$ cat src/design/ffha_pkg.sv
package ffha_pkg;

  localparam int HEAP_BYTES   = 65536;
  localparam int MAX_SEGMENTS = 64;
  localparam int HDR_BYTES    = 64;
  localparam int ALIGN_BYTES  = 16;
  localparam int MIN_LEFTOVER = 16;
  localparam int NULL_LIMIT   = 1000;

  localparam int ADDR_W = 48;
  localparam int LEN_W  = 17;
  localparam int SIZE_W = LEN_W + 1;
  localparam int CNT_W  = 7;
  localparam int IDX_W  = $clog2(MAX_SEGMENTS);
  localparam int OFF_W  = $clog2(HEAP_BYTES + HDR_BYTES + 1);
  localparam int ALU_W  = SIZE_W;
  localparam int STAT_W = 3;

  typedef enum logic {
    CMD_ALLOC = 1'b0,
    CMD_FREE  = 1'b1
  } cmd_e;

  typedef enum logic [STAT_W-1:0] {
    ST_OK           = 3'd0,
    ST_NO_FIT       = 3'd1,
    ST_NULL_ADDR    = 3'd2,
    ST_ALREADY_FREE = 3'd3,
    ST_INVALID      = 3'd4
  } status_e;

  typedef enum logic {
    ALU_ADD = 1'b0,
    ALU_SUB = 1'b1
  } alu_op_e;

  typedef enum logic [3:0] {
    S_INIT,
    S_IDLE,
    S_RD,
    S_EV,
    S_SH_CHK,
    S_SH_WR,
    S_SPL_HI,
    S_SPL_LO,
    S_MN_CHK,
    S_MN_EV,
    S_MP,
    S_DONE
  } state_e;

  typedef struct packed {
    logic             is_free;
    logic [LEN_W-1:0] len;
  } seg_entry_t;

  typedef struct packed {
    logic             en;
    logic [IDX_W-1:0] addr;
    seg_entry_t       data;
  } mem_wr_t;

  typedef struct packed {
    cmd_e              cmd;
    logic [LEN_W-1:0]  req_size;
    logic [ADDR_W-1:0] free_address;
  } item_t;

  typedef struct packed {
    logic [ADDR_W-1:0] alloc_address;
    status_e           status;
    logic [CNT_W-1:0]  used_count;
    logic [LEN_W-1:0]  used_bytes;
    logic [CNT_W-1:0]  segment_count;
  } result_t;

endpackage

$ cat src/design/first_fit_heap_allocator_top.sv
// Each request walks the segment table, a read and an evaluate state per segment visited,
//   then a check and a write state per table entry moved when a split opens a slot or a
//   merge closes one. Requests are taken one at a time, paced by the segment table, which
//   has one read and one write port, and by the shared header adder.
// Reset (rst, synchronous): the init state writes the initial free segment, then ready.
//   heap_base clears to 0.
module first_fit_heap_allocator_top (
  input  logic        clk,
  input  logic        rst,
  // configuration: heap_base
  input  logic        cfg_valid,
  output logic        cfg_ready,
  input  logic [47:0] cfg_data,
  // request stream
  input  logic        s_axis_tvalid,
  output logic        s_axis_tready,
  input  logic [71:0] s_axis_tdata,  // [16:0] req_size, [64:17] free_address, zero pad
  input  logic        s_axis_tuser,  // cmd: 0 allocate, 1 free
  // result stream
  output logic        m_axis_tvalid,
  input  logic        m_axis_tready,
  output logic [87:0] m_axis_tdata   // [47:0] alloc_address, [50:48] status,
                                     // [57:51] used_count, [74:58] used_bytes,
                                     // [81:75] segment_count, zero pad
);
  import ffha_pkg::*;

  logic [ADDR_W-1:0] heap_base;
  item_t             req;
  result_t           res, out_q;
  logic              res_valid, res_ready, out_valid;

  // Configuration is always taken; the base only shifts addresses, the table stays.
  assign cfg_ready = 1'b1;

  always_ff @(posedge clk) begin
    if (rst) begin
      heap_base <= '0;
    end else if (cfg_valid) begin
      heap_base <= cfg_data;
    end
  end

  // Unpack the request transfer.
  assign req.cmd          = cmd_e'(s_axis_tuser);
  assign req.req_size     = s_axis_tdata[16:0];
  assign req.free_address = s_axis_tdata[64:17];

  ffha_core u_core (
    .clk       (clk),
    .rst       (rst),
    .heap_base (heap_base),
    .req_valid (s_axis_tvalid),
    .req_ready (s_axis_tready),
    .req       (req),
    .res_valid (res_valid),
    .res_ready (res_ready),
    .res       (res)
  );

  // Output register: hold a finished result until the downstream transfer, so the
  // core can return to idle and take the next request meanwhile.
  assign res_ready = !out_valid || m_axis_tready;

  always_ff @(posedge clk) begin
    if (rst) begin
      out_valid <= 1'b0;
    end else if (res_ready) begin
      out_valid <= res_valid;
    end
  end

  always_ff @(posedge clk) begin
    if (res_ready && res_valid) begin
      out_q <= res;
    end
  end

  assign m_axis_tvalid = out_valid;
  assign m_axis_tdata  = {6'b0, out_q.segment_count, out_q.used_bytes, out_q.used_count,
                          out_q.status, out_q.alloc_address};

endmodule

$ cat src/design/ffha_mem.sv
module ffha_mem (
  input  logic                           clk,
  input  ffha_pkg::mem_wr_t              wr,
  input  logic [ffha_pkg::IDX_W-1:0]     rd_addr,
  output ffha_pkg::seg_entry_t           rd_data
);
  import ffha_pkg::*;

  seg_entry_t mem [MAX_SEGMENTS];

  always_ff @(posedge clk) begin
    if (wr.en) begin
      mem[wr.addr] <= wr.data;
    end
    rd_data <= mem[rd_addr];
  end

endmodule

$ cat src/design/ffha_alu.sv
module ffha_alu (
  input  ffha_pkg::alu_op_e            op,
  input  logic [ffha_pkg::ALU_W-1:0]   a,
  input  logic [ffha_pkg::ALU_W-1:0]   b,
  output logic [ffha_pkg::ALU_W-1:0]   y
);
  import ffha_pkg::*;

  // a + b + header, or a - b - header
  always_comb begin
    case (op)
      ALU_ADD: y = a + b + ALU_W'(HDR_BYTES);
      ALU_SUB: y = a - b - ALU_W'(HDR_BYTES);
      default: y = a + b + ALU_W'(HDR_BYTES);
    endcase
  end

endmodule

$ cat src/design/ffha_core.sv
module ffha_core (
  input  logic                          clk,
  input  logic                          rst,
  input  logic [ffha_pkg::ADDR_W-1:0]   heap_base,
  input  logic                          req_valid,
  output logic                          req_ready,
  input  ffha_pkg::item_t               req,
  output logic                          res_valid,
  input  logic                          res_ready,
  output ffha_pkg::result_t             res
);
  import ffha_pkg::*;

  state_e            state, state_next, ret_state;
  logic [CNT_W-1:0]  idx, j, live, alloc_cnt;
  logic [LEN_W-1:0]  alloc_bytes, cur_len, prev_len;
  logic              prev_free, sh_up;
  logic [OFF_W-1:0]  off_hdr;
  cmd_e              cmd_q;
  logic [SIZE_W-1:0] size_q;
  logic [SIZE_W:0]   thr_q;
  logic [ADDR_W-1:0] faddr_q, res_addr;
  status_e           res_status;

  mem_wr_t           wr;
  logic [IDX_W-1:0]  rd_addr;
  seg_entry_t        ent;
  alu_op_e           alu_op;
  logic [ALU_W-1:0]  alu_a, alu_b, alu_y;

  logic [CNT_W-1:0]  idx_inc, idx_dec, j_inc, j_dec;
  logic [ADDR_W-1:0] abs_addr;
  logic              walk_end, addr_match, fits_split, fits_exact, room, sh_more;
  logic [SIZE_W-1:0] size0, size_rnd;

  ffha_mem u_mem (
    .clk     (clk),
    .wr      (wr),
    .rd_addr (rd_addr),
    .rd_data (ent)
  );

  ffha_alu u_alu (
    .op (alu_op),
    .a  (alu_a),
    .b  (alu_b),
    .y  (alu_y)
  );

  assign idx_inc    = idx + 1'b1;
  assign idx_dec    = idx - 1'b1;
  assign j_inc      = j + 1'b1;
  assign j_dec      = j - 1'b1;
  assign abs_addr   = heap_base + ADDR_W'(off_hdr);
  assign walk_end   = idx_inc >= live;
  assign addr_match = abs_addr == faddr_q;
  assign fits_split = ent.is_free && ((SIZE_W + 1)'(ent.len) > thr_q);
  assign fits_exact = ent.is_free && (SIZE_W'(ent.len) == size_q);
  assign room       = live < CNT_W'(MAX_SEGMENTS);
  assign sh_more    = sh_up ? (j > idx_inc) : (j < live);

  // round the request up to the alignment, zero counts as one unit
  assign size0    = (req.req_size == '0) ? SIZE_W'(ALIGN_BYTES) : SIZE_W'(req.req_size);
  assign size_rnd = (size0 + SIZE_W'(ALIGN_BYTES - 1)) & ~SIZE_W'(ALIGN_BYTES - 1);

  always_ff @(posedge clk) begin
    if (rst) begin
      state <= S_INIT;
    end else begin
      state <= state_next;
    end
  end

  always_comb begin
    state_next = state;
    wr         = '0;
    rd_addr    = '0;
    alu_op     = ALU_ADD;
    alu_a      = ALU_W'(off_hdr);
    alu_b      = ALU_W'(ent.len);
    req_ready  = 1'b0;
    res_valid  = 1'b0;
    case (state)
      S_INIT: begin
        wr.en   = 1'b1;
        wr.addr = '0;
        wr.data = '{is_free: 1'b1, len: LEN_W'(HEAP_BYTES - HDR_BYTES)};
        state_next = S_IDLE;
      end
      S_IDLE: begin
        req_ready = 1'b1;
        if (req_valid) begin
          if (req.cmd == CMD_FREE && req.free_address < ADDR_W'(NULL_LIMIT)) begin
            state_next = S_DONE;
          end else begin
            state_next = S_RD;
          end
        end
      end
      S_RD: begin
        rd_addr    = idx[IDX_W-1:0];
        state_next = S_EV;
      end
      S_EV: begin
        if (cmd_q == CMD_ALLOC) begin
          if (fits_split && room) begin
            state_next = S_SH_CHK;
          end else if (fits_exact) begin
            wr.en   = 1'b1;
            wr.addr = idx[IDX_W-1:0];
            wr.data = '{is_free: 1'b0, len: ent.len};
            state_next = S_DONE;
          end else if (walk_end) begin
            state_next = S_DONE;
          end else begin
            state_next = S_RD;
          end
        end else begin
          if (addr_match) begin
            state_next = ent.is_free ? S_DONE : S_MN_CHK;
          end else if (walk_end) begin
            state_next = S_DONE;
          end else begin
            state_next = S_RD;
          end
        end
      end
      S_SH_CHK: begin
        if (sh_more) begin
          rd_addr    = sh_up ? j_dec[IDX_W-1:0] : j_inc[IDX_W-1:0];
          state_next = S_SH_WR;
        end else begin
          state_next = ret_state;
        end
      end
      S_SH_WR: begin
        wr.en      = 1'b1;
        wr.addr    = j[IDX_W-1:0];
        wr.data    = ent;
        state_next = S_SH_CHK;
      end
      S_SPL_HI: begin
        alu_op  = ALU_SUB;
        alu_a   = ALU_W'(cur_len);
        alu_b   = size_q;
        wr.en   = 1'b1;
        wr.addr = idx_inc[IDX_W-1:0];
        wr.data = '{is_free: 1'b1, len: alu_y[LEN_W-1:0]};
        state_next = S_SPL_LO;
      end
      S_SPL_LO: begin
        wr.en   = 1'b1;
        wr.addr = idx[IDX_W-1:0];
        wr.data = '{is_free: 1'b0, len: size_q[LEN_W-1:0]};
        state_next = S_DONE;
      end
      S_MN_CHK: begin
        if (idx_inc < live) begin
          rd_addr    = idx_inc[IDX_W-1:0];
          state_next = S_MN_EV;
        end else begin
          state_next = S_MP;
        end
      end
      S_MN_EV: begin
        alu_a = ALU_W'(cur_len);
        alu_b = ALU_W'(ent.len);
        state_next = ent.is_free ? S_SH_CHK : S_MP;
      end
      S_MP: begin
        if (idx != '0 && prev_free) begin
          alu_a   = ALU_W'(prev_len);
          alu_b   = ALU_W'(cur_len);
          wr.en   = 1'b1;
          wr.addr = idx_dec[IDX_W-1:0];
          wr.data = '{is_free: 1'b1, len: alu_y[LEN_W-1:0]};
          state_next = S_SH_CHK;
        end else begin
          wr.en   = 1'b1;
          wr.addr = idx[IDX_W-1:0];
          wr.data = '{is_free: 1'b1, len: cur_len};
          state_next = S_DONE;
        end
      end
      S_DONE: begin
        res_valid = 1'b1;
        if (res_ready) begin
          state_next = S_IDLE;
        end
      end
      default: state_next = S_IDLE;
    endcase
  end

  always_ff @(posedge clk) begin
    if (rst) begin
      live        <= CNT_W'(1);
      alloc_cnt   <= '0;
      alloc_bytes <= '0;
      res_status  <= ST_OK;
      res_addr    <= '0;
    end else begin
      case (state)
        S_IDLE: begin
          if (req_valid) begin
            cmd_q      <= req.cmd;
            size_q     <= size_rnd;
            thr_q      <= (SIZE_W + 1)'(size_rnd) + (SIZE_W + 1)'(HDR_BYTES + MIN_LEFTOVER);
            faddr_q    <= req.free_address;
            idx        <= '0;
            off_hdr    <= OFF_W'(HDR_BYTES);
            prev_free  <= 1'b0;
            res_addr   <= '0;
            res_status <= (req.cmd == CMD_FREE && req.free_address < ADDR_W'(NULL_LIMIT))
                          ? ST_NULL_ADDR : ST_OK;
          end
        end
        S_EV: begin
          if (cmd_q == CMD_ALLOC) begin
            if (fits_split && room) begin
              cur_len   <= ent.len;
              j         <= live;
              sh_up     <= 1'b1;
              ret_state <= S_SPL_HI;
            end else if (fits_exact) begin
              alloc_cnt   <= alloc_cnt + 1'b1;
              alloc_bytes <= alloc_bytes + size_q[LEN_W-1:0];
              res_addr    <= abs_addr;
            end else begin
              off_hdr <= alu_y[OFF_W-1:0];
              idx     <= idx_inc;
              if (walk_end) begin
                res_status <= ST_NO_FIT;
              end
            end
          end else begin
            if (addr_match) begin
              if (ent.is_free) begin
                res_status <= ST_ALREADY_FREE;
              end else begin
                cur_len     <= ent.len;
                alloc_cnt   <= alloc_cnt - 1'b1;
                alloc_bytes <= alloc_bytes - ent.len;
              end
            end else begin
              prev_len  <= ent.len;
              prev_free <= ent.is_free;
              off_hdr   <= alu_y[OFF_W-1:0];
              idx       <= idx_inc;
              if (walk_end) begin
                res_status <= ST_INVALID;
              end
            end
          end
        end
        S_SH_WR: begin
          j <= sh_up ? j_dec : j_inc;
        end
        S_SPL_LO: begin
          live        <= live + 1'b1;
          alloc_cnt   <= alloc_cnt + 1'b1;
          alloc_bytes <= alloc_bytes + size_q[LEN_W-1:0];
          res_addr    <= abs_addr;
        end
        S_MN_EV: begin
          if (ent.is_free) begin
            cur_len   <= alu_y[LEN_W-1:0];
            live      <= live - 1'b1;
            j         <= idx_inc;
            sh_up     <= 1'b0;
            ret_state <= S_MP;
          end
        end
        S_MP: begin
          if (idx != '0 && prev_free) begin
            live      <= live - 1'b1;
            j         <= idx;
            sh_up     <= 1'b0;
            ret_state <= S_DONE;
          end
        end
        default: ;
      endcase
    end
  end

  assign res.alloc_address = res_addr;
  assign res.status        = res_status;
  assign res.used_count    = alloc_cnt;
  assign res.used_bytes    = alloc_bytes;
  assign res.segment_count = live;

  assert property (@(posedge clk) disable iff (rst)
    (alloc_cnt <= live) && (live != '0) && (live <= CNT_W'(MAX_SEGMENTS)))
    else $error("segment counters out of range");

  assert property (@(posedge clk) disable iff (rst)
    (state == S_IDLE || state == S_DONE) |-> !wr.en)
    else $error("table written outside a request");

  assert property (@(posedge clk) disable iff (rst)
    (state == S_DONE && res_status != ST_OK) |-> (res_addr == '0))
    else $error("failed request carries an address");

  assert property (@(posedge clk) disable iff (rst)
    wr.en |-> (CNT_W'(wr.addr) <= live))
    else $error("write beyond live segments");

  assert property (@(posedge clk) disable iff (rst)
    (state == S_SPL_LO) |=> (live == $past(live) + 1'b1))
    else $error("split did not add a segment");

endmodule

$ cat config.mk
export PLATFORM = sky130hd
export DESIGN_NAME = first_fit_heap_allocator_top
export DESIGN_NICKNAME = d
export VERILOG_FILES = /design/src/design/ffha_pkg.sv /design/src/design/first_fit_heap_allocator_top.sv /design/src/design/ffha_mem.sv /design/src/design/ffha_alu.sv /design/src/design/ffha_core.sv
export SDC_FILE = /design/constraint.sdc
export NUM_CORES = 2
export LEC_CHECK = 0
export BUFFER_PORTS_ARGS = -buffer_cell sky130_fd_sc_hd__buf_2
export CAP_MARGIN = 30
export CORE_ASPECT_RATIO = 2
export CORE_UTILIZATION = 50
export DETAILED_ROUTE_END_ITERATION = 8
export GPL_TIMING_DRIVEN = 0
export PLACE_DENSITY = 0.7
export SLEW_MARGIN = 20
export SYNTH_ARGS = -nofsm -noshare
export SYNTH_HDL_FRONTEND = slang
export SYNTH_HIERARCHICAL = 1
export SYNTH_SLANG_ARGS = --single-unit
$ cat constraint.sdc
create_clock -name clk -period 7.9 [get_ports clk]
set_input_delay 1.975 -clock clk [delete_from_list [all_inputs] [get_ports clk]]
set_output_delay 1.975 -clock clk [all_outputs]
set_load 0.005 [all_outputs]
-- Yosys cells after proc, flatten, opt, wreduce, memory -nomap -nowiden
Memory sizes are Yosys's and may differ from the RTL's. A register that Yosys moved wholly into a read port is not among the register bits.
Index checks and enable logic that the tools add are counted.
- reduce and logical (&&, ||, !) cells: 31
- equal/unequal tests: 33
- $add $sub $neg: 17
- bitwise operators: 3
- $lt $le $gt $ge: 7
- mux-type cells: 103
- operators with widths (operator ; number):
    $mux 17 ; 18
    $pmux 17 s2 ; 6
    $mux 48 ; 4
    $pmux 25 s6 ; 1
    $pmux 48 s3 ; 1
    $mux 7 ; 17
    $mux 25 ; 3
    $mux 4 ; 15
    $add 48x17->48 ; 1
    $eq 48x48->1 ; 1
    $lt 48x10->1 const B ; 1
    $pmux 4 s11 ; 1
    $add 17x17->17 ; 2
    $sub 17x17->17 ; 2
    $add 7x1->7 const B ; 4
    $pmux 7 s2 ; 2
    $pmux 7 s4 ; 1
    $mux 24 ; 1
    $mux 3 ; 8
    $reduce_and 6->1 ; 4
    $pmux 7 s3 ; 1
    $sub 7x1->7 const B ; 3
    $add 18x7->19 const B ; 1
    $gt 17x19->1 ; 1
    other kinds (43) ; 95
- memories kept: 1
- input bits: 126
- register bits: 370
- output and inout port bits: 91
- bits in writable memories: 1152
- word-level logic and storage cells: 220
- memories (name ; depth ; width ; rd ports ; clocked after memory_dff ; write ports ; line ; source):
    u_core.u_mem.mem ; 64 ; 18 ; 1 ; 1 ; 1 ; ffha_mem.sv:9 ; seg_entry_t mem [MAX_SEGMENTS];

-- Longest topological paths before layout
- word-level depth: 11
- depth in mapped cells: 26
- depth with buffers taken out: 22

-- Cells and area by module
Netlist, hierarchy kept.
- by module, submodules not included (module ; seq. area each (µm²) ; times used ; area each (µm²) ; cells each):
    ffha_mem ; 34953.5 ; 1 ; 44958.1 ; 2069
    ffha_core ; 6135.9 ; 1 ; 17106.4 ; 1954
    first_fit_heap_allocator_top ; 3443.3 ; 1 ; 4292.9 ; 251
    ffha_alu ; 0.0 ; 1 ; 2334.7 ; 312

-- Least setup slack after synthesis
OpenSTA, ideal clock, no wires.
- path kind: register -> register
- start point: register u_core.off_hdr[15]
- end point: register u_core.cur_len[0] (enable)
- buffers on the path: 1
- required time: 7.415 ns
- setup time: 0.485 ns
- period minus slack after synthesis: 6.670 ns
- slack: 1.230 ns
- arrival time: 6.185 ns
- stages on the path, launching flop included: 14
- path through: edfxtp_1 ha_1 buf_2 nand4_1 nor2_2 nand2_1 o31ai_2 and4b_1 xnor3_1 o2111ai_1 or4_1 nor4b_2 nor2_1 a2111oi_0
- longest elaborated chain between the ends: 4
- RTL lines (element ; line ; source):
    start, declared ; ffha_core.sv:18 ; logic [OFF_W-1:0] off_hdr;
    start signal, assigned ; ffha_core.sv:211 ; off_hdr <= OFF_W'(HDR_BYTES);
    start signal, assigned ; ffha_core.sv:230 ; off_hdr <= alu_y[OFF_W-1:0];
    start signal, assigned ; ffha_core.sv:248 ; off_hdr <= alu_y[OFF_W-1:0];
    $add 48x17->48 ; ffha_core.sv:54 ; assign abs_addr = heap_base + ADDR_W'(off_hdr);
    $eq 48x48->1 ; ffha_core.sv:56 ; assign addr_match = abs_addr == faddr_q;
    $ne 3x3->1 (no line) ; n/a ;
    $reduce_and 6->1 (no line) ; n/a ;
    end signal, assigned ; ffha_core.sv:221 ; cur_len <= ent.len;
    end signal, assigned ; ffha_core.sv:241 ; cur_len <= ent.len;
    end signal, assigned ; ffha_core.sv:267 ; cur_len <= alu_y[LEN_W-1:0];
    end, declared ; ffha_core.sv:16 ; logic [LEN_W-1:0] alloc_bytes, cur_len, prev_len;
Every way passes these cells.
A chain may end at the register's enable or synchronous reset.

-- Worst setup path after layout
- start point: register u_core.off_hdr[0]
- end point: register u_core.cur_len[15] (enable)
Same word-level chain as after synthesis.

==> flow_metrics.tcl <==
set metrics [dict create \
    hpwl_mm 177 \
    tns_ns 0 \
    grt_start_max_net_pins 65 \
    antenna_left 0 \
    root_buffer "clkbuf_16" \
    cts.sinks 1534 \
    worstSkewPairLatency_ns 0.79 \
    cts_made_buffers 137 \
    finalNonFillerCells 6842 \
    min_period_over_period_pct 99.5 \
    setup_viol 0 \
    critPathMaxFanout 10 \
    cp.required_ns 8.38 \
    max_clock_freq_mhz 127 \
    max-clock-path-buffers 3 \
    fin_skew_ns 0.0339 \
    ys_warn_count 6 \
    drive_gt1_share_pct 21.0 \
    peakVddDrop_uv 235 \
    pre_cts_ws_ns -0.543 \
    synth_area_mm2 0.0685 \
    rsz0062_at_grt "false" \
    powerDensity_mw_per_mm2 225 \
    dp_cells 6577 \
    syn_inst 4554 \
    ff2ff_path_depth 18 \
    slowest_stage "a2111oi_1" \
    coreArea_mm2 0.136 \
    rr_startpoint "u_core/off_hdr[0]" \
    nets 5273 \
    first_iter_violations 4309 \
    wl_mm 235 \
    drc 0 \
    hold_buffers 0 \
    drv_slew 0 \
    grt_pass1_wl_mm 327 \
    cap_viol_max_count 0 \
    num_vias 43700 \
    hp-class "reg -> reg" \
    r2r_end "u_core/cur_len[15]" \
    arrival_ns 8.34 \
    layout_commonest_cell "edfxtp_1" \
    grt_antenna_before_repair 16 \
    avgSynthCellArea_um2 15.0 \
    row_count 191 \
    relSlewSlack_pct 22.6 \
    setup_ws_ns 0.0363 \
    crit_end "u_core/cur_len[15]" \
    crit_chain "ha_1 > inv_1 > fa_1 > nor2b_1 > o31a_2 > buf_2 > o21ai_1 > nand3_2 > nand2_1 > o2111ai_1 > a2111oi_1 > nand4_1 > nor4b_4 > nor2_1 > a2111oi_2 > buf_2 > buf_2 > buf_2" \
    crit_path_start "u_core/off_hdr[0]" \
    worstSetupPathType "reg -> reg" \
    die_y_um 525 \
    routabilityCongestion 1.08 \
    die_w_um 264 \
    cpPeakStageDelay_ns 0.84 \
    max_slew.worst_pin.slew_ns 1.16 \
    cts_tree "yes" \
    area_delta_synth_final_pct 14.2 \
    vias_per_cell 6.38 \
    status "complete, no violations" \
    final_cell_mix "1381 x edfxtp_1, 266 x buf_2, 243 x nor2_1" \
    dieArea_mm2 0.139 \
    r2r_slack_ns 0.04 \
    first_global_vias 44500 \
    worstSetupEndpointType "flip-flop" \
    initial_core_util_pct 50.4 \
    power_leakage_nw 25.5 \
    clkTransAtPathRegs_ns 0.07 \
    n_fill_cell 10500 \
    fin_crit_ns 7.86 \
    hold_depth 0 \
    wire_per_inst_um 34.4 \
    io_buffers 198 \
    groute.usage.overall_pct 34.1 \
    path_common_cell "buf_2" \
    cp-start-kind "flip-flop" \
    overflow 0 \
    hold_viol_final 0 \
    io_pins 217 \
    h-tree-depth 4 \
    drt-pass1-iter-count 8 \
]
## area by class of cell
type,instances,area [µm²],share of cell area [%]
clock buffer,160,3660,4.68
tap,1737,2170,2.78
multi-input combinational,2600,22500,28.8
clock inverter,87,1090,1.40
buffer,259,1450,1.86
antenna,12,30.0,0.0384
inverter,167,634,0.811
timing repair buffer,286,2130,2.73
sequential,1534,44500,56.9
## critical path, delay by kind of cell, from the launching register on
kind            cells  cell delay [ns]
buf+inv             5             1.12
flops               1             0.64
compound gates      5             2.91
simple gates        6             2.28
fa+ha+maj           2             0.55
## worst min-delay path by stage
stage	startpoint	to	slack [ns]
6_report	u_core/res_addr[3]	m_axis_tdata[3]	0.42
5_1_grt	u_core/res_addr[31]	m_axis_tdata[31]	0.43
3_3_place_gp	u_core/res_status[2]	m_axis_tdata[50]	0.41
2_1_floorplan	u_core/res_status[0]	m_axis_tdata[48]	0.40
4_1_cts	u_core/res_addr[31]	m_axis_tdata[31]	0.43
3_5_place_dp	u_core/res_addr[31]	m_axis_tdata[31]	0.41
## per-stage QoR
| step | power, mW | utilization (%) | hold slack, ns | cell area (µm²) |
|---|---|---|---|---|
| after detailed placement | 10.7 | 54.0 | 0.415 | 73300 |
| after CTS | 17.7 | 57.5 | 0.428 | 78100 |
| after global placement | 10.7 | 52.8 | 0.413 | 71700 |
| after global routing | 18.0 | 57.6 | 0.433 | 78200 |
| final | 17.6 | 57.6 | 0.419 | 78200 |
| after floorplan | 10.0 | - | 0.401 | 68500 |
## timing repair
action                     CTS  global route
buffers inserted             0             2
cloned                       0             1
resized for setup            3             8
pin swaps                    0             2
hold endpoints to repair     0             0
setup endpoints to repair   18           259
## report_power, final
part | internal, mW | switching (mW)
Clock | 3.91 | 3.14
Sequential | 8.93 | 0.0914
Combinational | 0.501 | 1.05
## layer usage
layer | GRT usage [%] | vias up | part of all wire, %
li1 | - | 18700 | -
met5 | 0 | - | 0.023
met2 | 61.1 | 2076 | 52
met4 | 37.8 | 8 | 14
met1 | 30.0 | 22000 | 29
met3 | 6.48 | 903 | 5.7
## sequential cells by signal, summed over array words and instances, names as in the netlist, 4 cells and up
name	cells
u_core/live	7
u_core/thr_q	15
u_core/alloc_cnt	7
heap_base	48
u_core/res_addr	48
m_axis_tdata	82
u_core/faddr_q	48
u_core/u_mem/mem	1152
u_core/u_mem/rd_data	18
u_core/state	4
u_core/idx	7
u_core/j	7
u_core/off_hdr	17
u_core/cur_len	17
u_core/prev_len	17
u_core/alloc_bytes	17
u_core/size_q	14
Note: power is estimated with default switching activity, not from simulation.
